## src/dpfe_pkg.sv

```systemverilog
// ---------------------------------------------------------------------------
// dpfe_pkg: shared constants for the distinct prime factor engine
// Widths of the value, trial divisor, square bound and counters.
// ---------------------------------------------------------------------------
package dpfe_pkg;

  // Input and factor field widths
  localparam int VALUE_FIELD_BITS = 32;
  localparam int FACTOR_BITS      = 32;

  // Number of low bits of the input value that are factored
  localparam int VALUE_BITS = 32;

  // Trial divisor stays at or below sqrt(2^VALUE_BITS) + 2
  localparam int D_BITS  = VALUE_BITS / 2 + 1;
  // Square of the trial divisor, with headroom for the last step
  localparam int SQ_BITS = VALUE_BITS + 2;

  // Bit counter of the serial divider
  localparam int BIT_CNT_BITS = $clog2(VALUE_BITS);

  // Result count cap
  localparam int MAX_RESULTS = 9;
  localparam int RES_CNT_BITS = $clog2(MAX_RESULTS + 1);

  // Trial division starting point
  localparam int FIRST_ODD = 3;

endpackage

```

## src/distinct_prime_factor_engine_top.sv

```systemverilog
// ---------------------------------------------------------------------------
// distinct_prime_factor_engine_top: distinct prime factors by trial division
// Emits the distinct primes of each request in increasing order.
// ---------------------------------------------------------------------------
// One request is worked on at a time; value_stall is high from acceptance
// until the final result has been placed in the output register. Factors of
// two are shifted out one per cycle. Each odd trial divisor d then takes a
// bound check of d*d against the remainder, a bit-serial restoring divider
// producing one quotient bit per cycle and an evaluation step; every
// successful division reruns the divider, and a newly found prime first
// emits the older pending one, which can wait on result_stall.
// A 32-bit prime near 2^32 runs through 32767 odd trial divisors, each
// through the serial divider. Inputs 0 and 1 produce one result
// with has_factor low. The output register lets the next request be
// accepted while the final result still waits on result_stall.
module distinct_prime_factor_engine_top
  import dpfe_pkg::*;
(
  input  logic                        clk,
  input  logic                        rst,
  // request channel
  input  logic                        value_valid,
  output logic                        value_stall,
  input  logic [VALUE_FIELD_BITS-1:0] value,
  // result channel
  output logic                        result_valid,
  input  logic                        result_stall,
  output logic [FACTOR_BITS-1:0]      factor,
  output logic                        has_factor,
  output logic                        last
);

  typedef enum logic [7:0] {
    S_IDLE     = 8'b0000_0001,
    S_NOF      = 8'b0000_0010,
    S_STRIP    = 8'b0000_0100,
    S_CHECK    = 8'b0000_1000,
    S_DIV      = 8'b0001_0000,
    S_EVAL     = 8'b0010_0000,
    S_PUSH     = 8'b0100_0000,
    S_FIN_PEND = 8'b1000_0000
  } state_t;

  state_t                  state;
  logic                    fin_rem;      // final remainder result still due
  logic [VALUE_BITS-1:0]   rem;          // remaining value
  logic [VALUE_BITS-1:0]   div_reg;      // dividend shifting out, quotient in
  logic [D_BITS-1:0]       part;         // partial remainder
  logic [D_BITS-1:0]       d;            // trial divisor
  logic [SQ_BITS-1:0]      sq;           // d * d
  logic [BIT_CNT_BITS-1:0] bit_cnt;
  logic                    d_hit;        // d already recorded
  logic [VALUE_BITS-1:0]   pend;         // found prime not yet emitted
  logic                    pend_valid;
  logic [RES_CNT_BITS-1:0] res_cnt;

  logic                    out_free;
  logic                    out_load;
  logic [D_BITS:0]         trial;
  logic                    trial_ge;
  logic [D_BITS-1:0]       part_next;
  logic                    rem_prime;

  // output slot is free if empty or being taken this cycle
  assign out_free    = !result_valid || !result_stall;
  assign value_stall = (state != S_IDLE);

  // one restoring division step
  assign trial     = {part, div_reg[VALUE_BITS-1]};
  assign trial_ge  = (trial >= {1'b0, d});
  assign part_next = trial_ge ? D_BITS'(trial - {1'b0, d}) : trial[D_BITS-1:0];

  // leftover remainder is a prime of its own
  assign rem_prime = (rem > VALUE_BITS'(2)) && (res_cnt < RES_CNT_BITS'(MAX_RESULTS));

  // a new result enters the output register this cycle
  assign out_load = out_free &&
                    ((state == S_NOF) || (state == S_PUSH) ||
                     ((state == S_FIN_PEND) && (fin_rem || !rem_prime || pend_valid)));

  always_ff @(posedge clk) begin
    if (rst) begin
      state        <= S_IDLE;
      result_valid <= 1'b0;
      fin_rem      <= 1'b0;
      pend_valid   <= 1'b0;
      res_cnt      <= '0;
      d_hit        <= 1'b0;
      bit_cnt      <= '0;
    end else begin
      // output register drains when taken and not reloaded
      if (result_valid && !result_stall && !out_load) begin
        result_valid <= 1'b0;
      end

      case (state)
        S_IDLE: begin
          if (value_valid) begin
            rem        <= VALUE_BITS'(value);
            pend_valid <= 1'b0;
            res_cnt    <= '0;
            fin_rem    <= 1'b0;
            d          <= D_BITS'(FIRST_ODD);
            sq         <= SQ_BITS'(FIRST_ODD * FIRST_ODD);
            if (VALUE_BITS'(value) < VALUE_BITS'(2)) begin
              state <= S_NOF;
            end else begin
              state <= S_STRIP;
            end
          end
        end

        // no prime factor: single marked result
        S_NOF: begin
          if (out_free) begin
            result_valid <= 1'b1;
            factor       <= '0;
            has_factor   <= 1'b0;
            last         <= 1'b1;
            state        <= S_IDLE;
          end
        end

        // shift out factors of two, record two once
        S_STRIP: begin
          if (!rem[0]) begin
            if (!pend_valid) begin
              pend_valid <= 1'b1;
              pend       <= VALUE_BITS'(2);
              res_cnt    <= RES_CNT_BITS'(1);
            end
            rem <= rem >> 1;
          end else begin
            state <= S_CHECK;
          end
        end

        // bound check d*d <= rem: start a division if it holds, else finish
        S_CHECK: begin
          d_hit <= 1'b0;
          if (sq <= {2'b00, rem}) begin
            div_reg <= rem;
            part    <= '0;
            bit_cnt <= '0;
            state   <= S_DIV;
          end else begin
            state <= S_FIN_PEND;
          end
        end

        // bit-serial restoring division, MSB first
        S_DIV: begin
          part    <= part_next;
          div_reg <= {div_reg[VALUE_BITS-2:0], trial_ge};
          bit_cnt <= bit_cnt + 1'b1;
          if (bit_cnt == BIT_CNT_BITS'(VALUE_BITS - 1)) begin
            state <= S_EVAL;
          end
        end

        // exact division keeps d, else move to the next odd divisor
        S_EVAL: begin
          if (part == '0) begin
            rem     <= div_reg;
            part    <= '0;
            bit_cnt <= '0;
            d_hit   <= 1'b1;
            if (!d_hit && (res_cnt < RES_CNT_BITS'(MAX_RESULTS))) begin
              res_cnt <= res_cnt + 1'b1;
              if (pend_valid) begin
                state <= S_PUSH;
              end else begin
                pend       <= VALUE_BITS'(d);
                pend_valid <= 1'b1;
                state      <= S_DIV;
              end
            end else begin
              state <= S_DIV;
            end
          end else begin
            d     <= d + D_BITS'(2);
            sq    <= sq + SQ_BITS'({d, 2'b00}) + SQ_BITS'(4);
            state <= S_CHECK;
          end
        end

        // emit the older prime, hold the new one; div_reg keeps the quotient
        S_PUSH: begin
          if (out_free) begin
            result_valid <= 1'b1;
            factor       <= FACTOR_BITS'(pend);
            has_factor   <= 1'b1;
            last         <= 1'b0;
            pend         <= VALUE_BITS'(d);
            state        <= S_DIV;
          end
        end

        // end of trial division: emit any pending prime, then the remainder if prime
        S_FIN_PEND: begin
          if (fin_rem) begin
            if (out_free) begin
              result_valid <= 1'b1;
              factor       <= FACTOR_BITS'(rem);
              has_factor   <= 1'b1;
              last         <= 1'b1;
              fin_rem      <= 1'b0;
              state        <= S_IDLE;
            end
          end else if (rem_prime) begin
            // commit only once the pending prime can leave
            if (!pend_valid || out_free) begin
              res_cnt <= res_cnt + 1'b1;
              fin_rem <= 1'b1;
              if (pend_valid) begin
                result_valid <= 1'b1;
                factor       <= FACTOR_BITS'(pend);
                has_factor   <= 1'b1;
                last         <= 1'b0;
                pend_valid   <= 1'b0;
              end
            end
          end else if (out_free) begin
            result_valid <= 1'b1;
            factor       <= FACTOR_BITS'(pend);
            has_factor   <= 1'b1;
            last         <= 1'b1;
            pend_valid   <= 1'b0;
            state        <= S_IDLE;
          end
        end

        default: begin
          state <= S_IDLE;
        end
      endcase
    end
  end

  // divider partial remainder stays below the divisor
  a_part_below_d : assert property (@(posedge clk) disable iff (rst)
    (state == S_DIV) |-> (part < d))
    else $error("partial remainder not below divisor");

  // trial division only runs on an odd remainder
  a_rem_odd : assert property (@(posedge clk) disable iff (rst)
    (state == S_CHECK) |-> rem[0])
    else $error("even remainder reached trial division");

  // a result without a factor is always the final one
  a_nof_last : assert property (@(posedge clk) disable iff (rst)
    (result_valid && !has_factor) |-> last)
    else $error("factorless result not marked last");

  // result count never exceeds the cap
  a_cnt_cap : assert property (@(posedge clk) disable iff (rst)
    res_cnt <= RES_CNT_BITS'(MAX_RESULTS))
    else $error("result count above cap");

endmodule
```

## config.mk

```make
export PLATFORM = sky130hd
export DESIGN_NAME = distinct_prime_factor_engine_top
export DESIGN_NICKNAME = d
export VERILOG_FILES = /design/src/dpfe_pkg.sv /design/src/distinct_prime_factor_engine_top.sv
export SDC_FILE = /design/constraint.sdc
export NUM_CORES = 1
export LEC_CHECK = 0
export BUFFER_PORTS_ARGS = -buffer_cell sky130_fd_sc_hd__buf_2
export CORE_MARGIN = 5
export CORE_UTILIZATION = 62
export DETAILED_ROUTE_END_ITERATION = 10
export HOLD_SLACK_MARGIN = 0.12
export PLACE_DENSITY = 0.82
export RECOVER_POWER = 50
export SYNTH_ARGS = -nofsm -noshare
export SYNTH_HDL_FRONTEND = slang
export SYNTH_SLANG_ARGS = --single-unit
```

## constraint.sdc

```tcl
create_clock -name clk -period 12.2 [get_ports clk]
set_clock_uncertainty 0.05 [all_clocks]
set_input_delay 0 -clock clk [delete_from_list [all_inputs] [get_ports clk]]
set_output_delay 0 -clock clk [all_outputs]
set_load 0.02 [all_outputs]
```

-- Yosys cells after proc, flatten, opt, wreduce, memory -nomap -nowiden
Index checks and enable logic that the tools add are counted.
- register bits: 219
- output and inout bits: 36
- input bits: 36
- reduce and logical (&&, ||, !) cells: 44
- equal/unequal tests: 31
- bitwise operators: 1
- order comparisons: 5
- muxes and demuxes: 91
- $add $sub $neg: 6
- operators by type and width (cell ; count):
    32-bit 2-to-1 mux ; 17
    32-bit case mux with 3 select lines ; 3
    17-bit 2-to-1 mux ; 5
    8-bit 2-to-1 mux ; 10
    34-bit 2-to-1 mux ; 2
    34-bit case mux with 2 select lines ; 1
    32-bit case mux with 2 select lines ; 1
    8-bit case mux with 8 select lines ; 1
    17-bit case mux with 3 select lines ; 1
    34-bit by 19-bit adder with 34-bit output ; 1
    34-bit by 3-bit adder with 34-bit output (second input constant) ; 1
    34-bit by 32-bit <= comparator with 1-bit output ; 1
    17-bit case mux with 2 select lines ; 1
    32-bit by 2-bit > comparator with 1-bit output (second input constant) ; 1
    32-bit by 2-bit < comparator with 1-bit output (second input constant) ; 1
    4-bit 2-to-1 mux ; 8
    1-bit 2-to-1 mux ; 29
    2-bit inequality test (second input constant) ; 14
    5-bit AND reduction ; 4
    18-bit by 17-bit >= comparator with 1-bit output ; 1
    17-bit by 2-bit adder with 17-bit output (second input constant) ; 1
    17-bit zero test ; 1
    17-bit subtractor ; 1
    4-bit case mux with 4 select lines ; 1
    other kinds (39) ; 71

-- Logic depth before layout (Yosys ltp)
Gate-level depths: netlist (run 1).
- depth after elaboration: 16
- depth in mapped cells: 13
- depth with buffers taken out: 11

-- Least setup slack after synthesis (run 1)
Ideal clock, no wire load.
- path type: flip-flop to flip-flop
- from: register state[6]
- to: register d[10] (enable)
- library setup time: 0.704 ns
- data arrival time: 8.767 ns
- clock period less this slack: 9.521 ns
- cell stages (with the launch flop): 4
- setup slack: 2.679 ns
- path through: dfxtp_1 > nor4_2 > nand4b_1 > a2111oi_0
- longest elaborated chain between the ends: 3
- elaborated cells between the ends (all ways): 6
- those cells by class: 4 x eq/ne; 2 x reduce/logical
- RTL lines (what ; line ; source):
    start, declared ; distinct_prime_factor_engine_top.sv:44 ; state_t state;
    start signal, assigned ; distinct_prime_factor_engine_top.sv:83 ; state <= S_IDLE;
    start signal, assigned ; distinct_prime_factor_engine_top.sv:106 ; state <= S_NOF;
    start signal, assigned ; distinct_prime_factor_engine_top.sv:108 ; state <= S_STRIP;
    8-bit by 6-bit equality test with 1-bit output or 8-bit by 1-bit equality test with 1-bit output (tied branches) ; distinct_prime_factor_engine_top.sv:96 ; case (state)
    2-bit inequality test (no source line) or 2-bit nonzero test (tied branches) ; -- ;
    4-bit AND reduction (no source line) * ; -- ;
    end signal, assigned ; distinct_prime_factor_engine_top.sv:103 ; d <= D_BITS'(FIRST_ODD);
    end signal, assigned ; distinct_prime_factor_engine_top.sv:181 ; d <= d + D_BITS'(2);
    end, declared ; distinct_prime_factor_engine_top.sv:49 ; logic [D_BITS-1:0] d;
Mark *: on every way between the ends. The rest lies on a longest branch, timed or not.
A chain may end at the register's enable or synchronous reset.

-- Worst setup path in the final report (run 1)
- from: register state[7]
- to: register sq[31] (enable)
- longest elaborated chain between the ends: 3
- elaborated cells between the ends (all ways): 6
- those cells by class: 4 x eq/ne; 2 x reduce/logical
- RTL lines (what ; line ; source):
    8-bit by 6-bit equality test with 1-bit output or 8-bit by 1-bit equality test with 1-bit output (tied branches) ; distinct_prime_factor_engine_top.sv:96 ;
    2-bit inequality test (no source line) or 2-bit nonzero test (tied branches) ; -- ;
    4-bit AND reduction (no source line) * ; -- ;
    end signal, assigned ; distinct_prime_factor_engine_top.sv:104 ; sq <= SQ_BITS'(FIRST_ODD * FIRST_ODD);
    end signal, assigned ; distinct_prime_factor_engine_top.sv:182 ; sq <= sq + SQ_BITS'({d, 2'b00}) + SQ_BITS'(4);
    end, declared ; distinct_prime_factor_engine_top.sv:50 ; logic [SQ_BITS-1:0] sq;
Marked as above.

==> flow_summary.yaml, run 1 <==
synthesis:
  yosysSeqAreaShare_pct: 47.8
  yosysMostFrequentCell: "edfxtp_1"
  synth_area_leader_cell: "edfxtp_1"
  ys_seq_elements: 200
  synthArstFlopShare_pct: 0
  synth_common_cells: "edfxtp_1, nand2_1, nor2_1"
  yosysTopAreaCellShare_pct: 44.3
  synth_fp_nets: 1347
  syn-cell-area_mm2: 0.0121
  synth_ff_type: "edfxtp_1"
  netlist-cell-type-count: 60
  synth_cells: 1226
  synth_edf_count: 179
  ys_top_cells_by_area: "edfxtp_1, ha_1, o21ai_0, nand2_1, dfxtp_1"
  yosys_warnings: 0
  syn_area_per_cell_um2: 9.89
finish:
  nNetsFinal: 1430
  area_growth_pct: 12.1
  fillCellCount: 1429
  final-seq-area_mm2: 0.00580
  multi_input_comb_area_mm2: 0.00586
  num_antenna_cells: 0
  drive_gt1_share_pct: 6.88
global_routing:
  grt_use_total_pct: 29.6
  grt_pass1_vias: 9797
  grt_overflow: 0
  grt_antenna_before_repair: 0
  grt_max_degree: 68
  grt_pass1_wl_um: 51900
timing:
  grt_setup_unrepaired: "false"
  fmax_ghz: 0.173
  setup_viol: 0
  maxSlewHeadroom_pct: -71.5
  hold_viol_final: 0
  fin_tns_setup_ns: 0
  tightest_slew_ns: 2.57
  min_period_ns: 5.79
  slew_viol_final: 244
  hold_ws_ns: 0.355
  post-route-period-util_pct: 47.5
worst_setup_path:
  crit_start: "state[7]"
  r2r-start: "state[7]"
  critical_path_class: "register to register"
  critPathMaxFanout: 48
  cp-end-kind: "register"
  cp.required_ns: 12.16
  cp.arrival_ns: 5.75
  cp-start-kind: "register"
min_path:
  hp-start: "value[26]"
  hold_path.class: "primary input to register"
clock_tree:
  clkTransAtPathRegs_ns: 0.08
  cts_sinks: 200
  cts_tree: "yes"
  cts_buffers: 17
  cts_setup_buffers: 0
  ctsLongestPathBuffers: 2
  ctsRootBufferMaster: "clkbuf_16"
  clkLatencyLatePin_ns: 0.45
  htree_num_levels: 4
power_and_ir_drop:
  p_per_area_mw_per_mm2: 138
  vdd_drop_max_mv: 0.120
  power.leakage_nw: 5.08
floorplan:
  core_area_mm2: 0.0193
  rows: 51
  dieArea_mm2: 0.0224
  die_height_um: 150
  fp.dieW_um: 150
  start_util_pct: 62.7
  io_pins: 72
flow_run:
  cap_violations: 6
route:
  drc: 0
  wl_per_cell_um: 20.9
  ant_nets: 0
  drt_wl_total_um: 33100
  vias_per_cell: 6.54
  dr_total_vias: 10400
  first_pass_iters: 6
  drt_iter0_drc: 1202
placement:
  dp_hpwl_um: 23000
  place_congestion: 0.888
  portBuffers: 71
outcome:
  status: "finished with violations"
  violations: "max-capacitance violations, max-slew violations"
[final timing paths]
check                     to  slack [ns]  cells after the start
hold reg to reg   bit_cnt[2]        0.46                      2
setup / recovery      sq[31]        6.41                      6
hold / removal       rem[26]        0.36                      4
setup reg to reg      sq[31]        6.41                      6
[final cells by class]
type / count / area share [%]
well taps: 265 / 2.44
clock inverters: 15 / 1.31
multi-input cells: 902 / 43.1
clock buffers: 17 / 3.13
inverters: 69 / 1.91
repair buffers: 119 / 5.49
flip-flops and latches: 200 / 42.6
[cells by family after synthesis]
kind of cell / synth area share, %
fa+ha+maj: 8.90
simple gates: 16.1
buf+inv: 4.00
flops: 47.8
xor+xnor: 3.40
compound gates: 17.3
mux: 2.57
[stage by stage]
| step | setup WS (ns) | utilization, % | std cells | area [um2] | total power [mW] |
|---|---|---|---|---|---|
| after floorplan | 2.68 | - | 1226 | 12100 | 1.17 |
| after global placement | 8.76 | 65.8 | 1519 | 12700 | 1.27 |
| after detailed placement | 8.63 | 65.8 | 1519 | 12700 | 1.29 |
| after CTS | 8.61 | 70.7 | 1587 | 13700 | 1.87 |
| after global routing | 5.91 | 70.3 | 1587 | 13600 | 1.96 |
| final | 6.41 | 70.3 | 1587 | 13600 | 1.88 |
[critical path, cell delays in order (launching register included)]
cell and delay (ns):
dfxtp_1 0.55, nor4b_1 0.20, nand2_1 0.10, clkbuf_1 1.55, nor2_1 0.44, a2111oi_0 0.55
clkbuf_1 1.86
[per-layer routing]
| layer | wire, um | vias up | track usage, % |
|---|---|---|---|
| li1 | - | 4736 | - |
| met1 | 12900 | 4870 | 40.6 |
| met2 | 15200 | 672 | 47.4 |
| met3 | 3600 | 101 | 4.12 |
| met4 | 1420 | 0 | 13.0 |
| met5 | 0 | - | 0 |
[layout by cell type (no fill, tap or decap), types with 14 or more instances in the layout]
cell type | Yosys | final
mux2i_1 | 30 | 30
o21ai_0 | 92 | 92
and2_0 | 0 | 14
nor4_1 | 21 | 22
a31oi_1 | 31 | 31
clkbuf_16 | 0 | 17
xor2_1 | 15 | 15
a21oi_1 | 75 | 74
inv_1 | 69 | 69
clkbuf_1 | 38 | 40
dfxtp_1 | 21 | 21
a22oi_1 | 33 | 33
nand2_1 | 119 | 119
a22o_1 | 15 | 15
nand4_1 | 17 | 17
dlygate4sd3_1 | 0 | 36
xnor2_1 | 32 | 32
a211oi_1 | 13 | 14
nor2_1 | 106 | 104
edfxtp_1 | 179 | 179
o22ai_1 | 18 | 18
buf_2 | 4 | 35
nand3_1 | 26 | 26
nor3_1 | 27 | 26
ha_1 | 83 | 83
a21o_1 | 18 | 18
[report_power, final]
part,switching (mW),internal [mW]
clock,0.288,0.295
combinational,0.268,0.170
sequential,0.0514,0.809
[repair_timing]
| action | CTS | global route |
|---|---|---|
| hold endpoints to repair | 49 | 0 |
| hold buffers | 36 | 0 |
| gates resized for setup | 0 | 0 |
(Power assumes the default switching activity.)
==> run 2, diff against run 1 <==
--- a/config.mk
+++ b/config.mk
@@ -7,10 +7,10 @@
 export LEC_CHECK = 0
 export BUFFER_PORTS_ARGS = -buffer_cell sky130_fd_sc_hd__buf_2
 export CORE_MARGIN = 5
-export CORE_UTILIZATION = 62
+export CORE_UTILIZATION = 56
 export DETAILED_ROUTE_END_ITERATION = 10
 export HOLD_SLACK_MARGIN = 0.12
-export PLACE_DENSITY = 0.82
+export PLACE_DENSITY = 0.78
 export RECOVER_POWER = 50
 export SYNTH_ARGS = -nofsm -noshare
 export SYNTH_HDL_FRONTEND = slang
==> constraint.sdc (replaced) <==
create_clock -name clk -period 4.7 [get_ports clk]
set_clock_uncertainty 0.05 [all_clocks]
set_input_delay 0 -clock clk [delete_from_list [all_inputs] [get_ports clk]]
set_output_delay 0 -clock clk [all_outputs]
set_load 0.02 [all_outputs]
==> flow_summary.yaml, run 2 (synthesis gave the netlist of run 1 again) <==
placement:
  pre_cts_ws_ns: 1.18
  place_congestion: 0.878
  place_area_mm2: 0.0128
  dp_hpwl_um: 23400
  dp_cells: 1536
  portBuffers: 71
worst_setup_path:
  cp-end-kind: "register"
  cp.required_ns: 4.72
  reg2reg_depth: 8
  critPathMaxFanout: 33
  ff2ff_setup_slack_ns: 0.79
  cp.arrival_ns: 3.92
  r2r-start: "state[7]"
  critical_path_class: "register to register"
  r2r-end: "pend[10]"
  cp-start-kind: "register"
clock_tree:
  clkLatencyLatePin_ns: 0.45
  cts_hold_buf: 36
  cts_sinks: 200
  cts_buffers: 17
  cts_setup_buffers: 0
  cts_resized: 0
  cts_tree: "yes"
  ctsLongestPathBuffers: 2
  htree_num_levels: 4
  clkTransAtPathRegs_ns: 0.08
  ctsRootBufferMaster: "clkbuf_16"
outcome:
  status: "finished with violations"
  violations: "max-capacitance violations, max-slew violations"
global_routing:
  grt_max_degree: 48
  grt_use_total_pct: 26.8
  grt_antenna_before_repair: 0
  grt_overflow: 0
  grt_pass1_wl_um: 52000
  grt_pass1_vias: 9736
power_and_ir_drop:
  p_per_area_mw_per_mm2: 356
  power.leakage_nw: 5.10
  vdd_drop_max_mv: 0.280
  power_mw: 4.86
timing:
  maxSlewHeadroom_pct: -55.7
  fin_tns_setup_ns: 0
  hold_ws_ns: 0.370
  min_period_ns: 3.91
  hold_viol_final: 0
  post-route-period-util_pct: 83.1
  tightest_slew_ns: 2.34
  fin_ws_ns: 0.792
  fmax_ghz: 0.256
  setup_viol: 0
  slew_viol_final: 82
  grt_setup_unrepaired: "false"
finish:
  area_growth_pct: 12.7
  final_common_cell: "edfxtp_1"
  fin_cells: 1604
  drive_gt1_share_pct: 7.22
  fillCellCount: 1638
  post-route-util_pct: 64.6
  num_antenna_cells: 0
  finalInstanceArea_mm2: 0.0137
  nNetsFinal: 1437
  final_cell_mix: "edfxtp_1, nand2_1, nor2_1"
min_path:
  hold_path.class: "primary input to register"
  hp-start: "value[23]"
  hold_path_end: "rem[23]"
  hold_depth: 4
route:
  dr_total_vias: 10300
  vias_per_cell: 6.44
  ant_nets: 0
  wl_per_cell_um: 20.8
  drt_iter0_drc: 1199
  drt_wl_total_um: 33400
  first_pass_iters: 6
  drc: 0
floorplan:
  start_util_pct: 57.3
  fp.dieW_um: 157
  rows: 53
  io_pins: 72
  dieArea_mm2: 0.0247
  die_height_um: 157
  core_area_mm2: 0.0212
flow_run:
  cap_violations: 2
-- run 2: cell count changes in the layout (fill, tap and decap cells not counted), moves of 2 or more --
cell / previous run / this run
clkinv_4: 4 / 1
buf_4: 8 / 12
clkinv_8: 2 / 4
clkbuf_1: 40 / 43
-- run 2: power breakdown --
part / internal, mW / switching, mW / leakage [nW]
combinational: 0.446 / 0.690 / 2.95
sequential: 2.09 / 0.132 / 1.86
clock: 0.722 / 0.775 / 0.290
-- run 2: how the worst max path moves through the flow --
stage	cells past startpoint	start	end
6_report	8	state[7]	pend[10]
5_1_grt	8	state[7]	pend[10]
4_1_cts	9	rem[28]	div_reg[13]
3_5_place_dp	9	rem[28]	div_reg[23]
3_3_place_gp	11	d[8]	part[3]
2_1_floorplan	9	rem[28]	div_reg[0]
-- run 2: per-layer routing --
layer,vias to the layer above,routed length [um],track usage (%)
li1,4754,-,-
met1,4913,13600,37.0
met3,83,3140,4.67
met5,-,0,0
met2,587,15500,42.1
met4,0,1180,11.1
-- run 2: worst max-delay path, cell delays in order (launching register included) --
cell and delay [ns]:
dfxtp_1 0.42, nor4b_1 0.76, and2_0 0.26, nor2_1 0.08, clkbuf_1 0.69, nor2_1 0.29
a21oi_1 0.08, nor3_2 0.15, clkbuf_1 0.75
-- run 2: cell type report --
class                           instances  area, um2  share of cell area, %
Clock inverter                         15        173                   1.26
Clock buffer                           17        425                   3.11
Tap cell                              275        344                   2.52
Inverter                               69        259                   1.90
Multi-Input combinational cell        902       5870                   43.0
Timing Repair Buffer                  126        787                   5.76
Sequential cell                       200       5800                   42.4
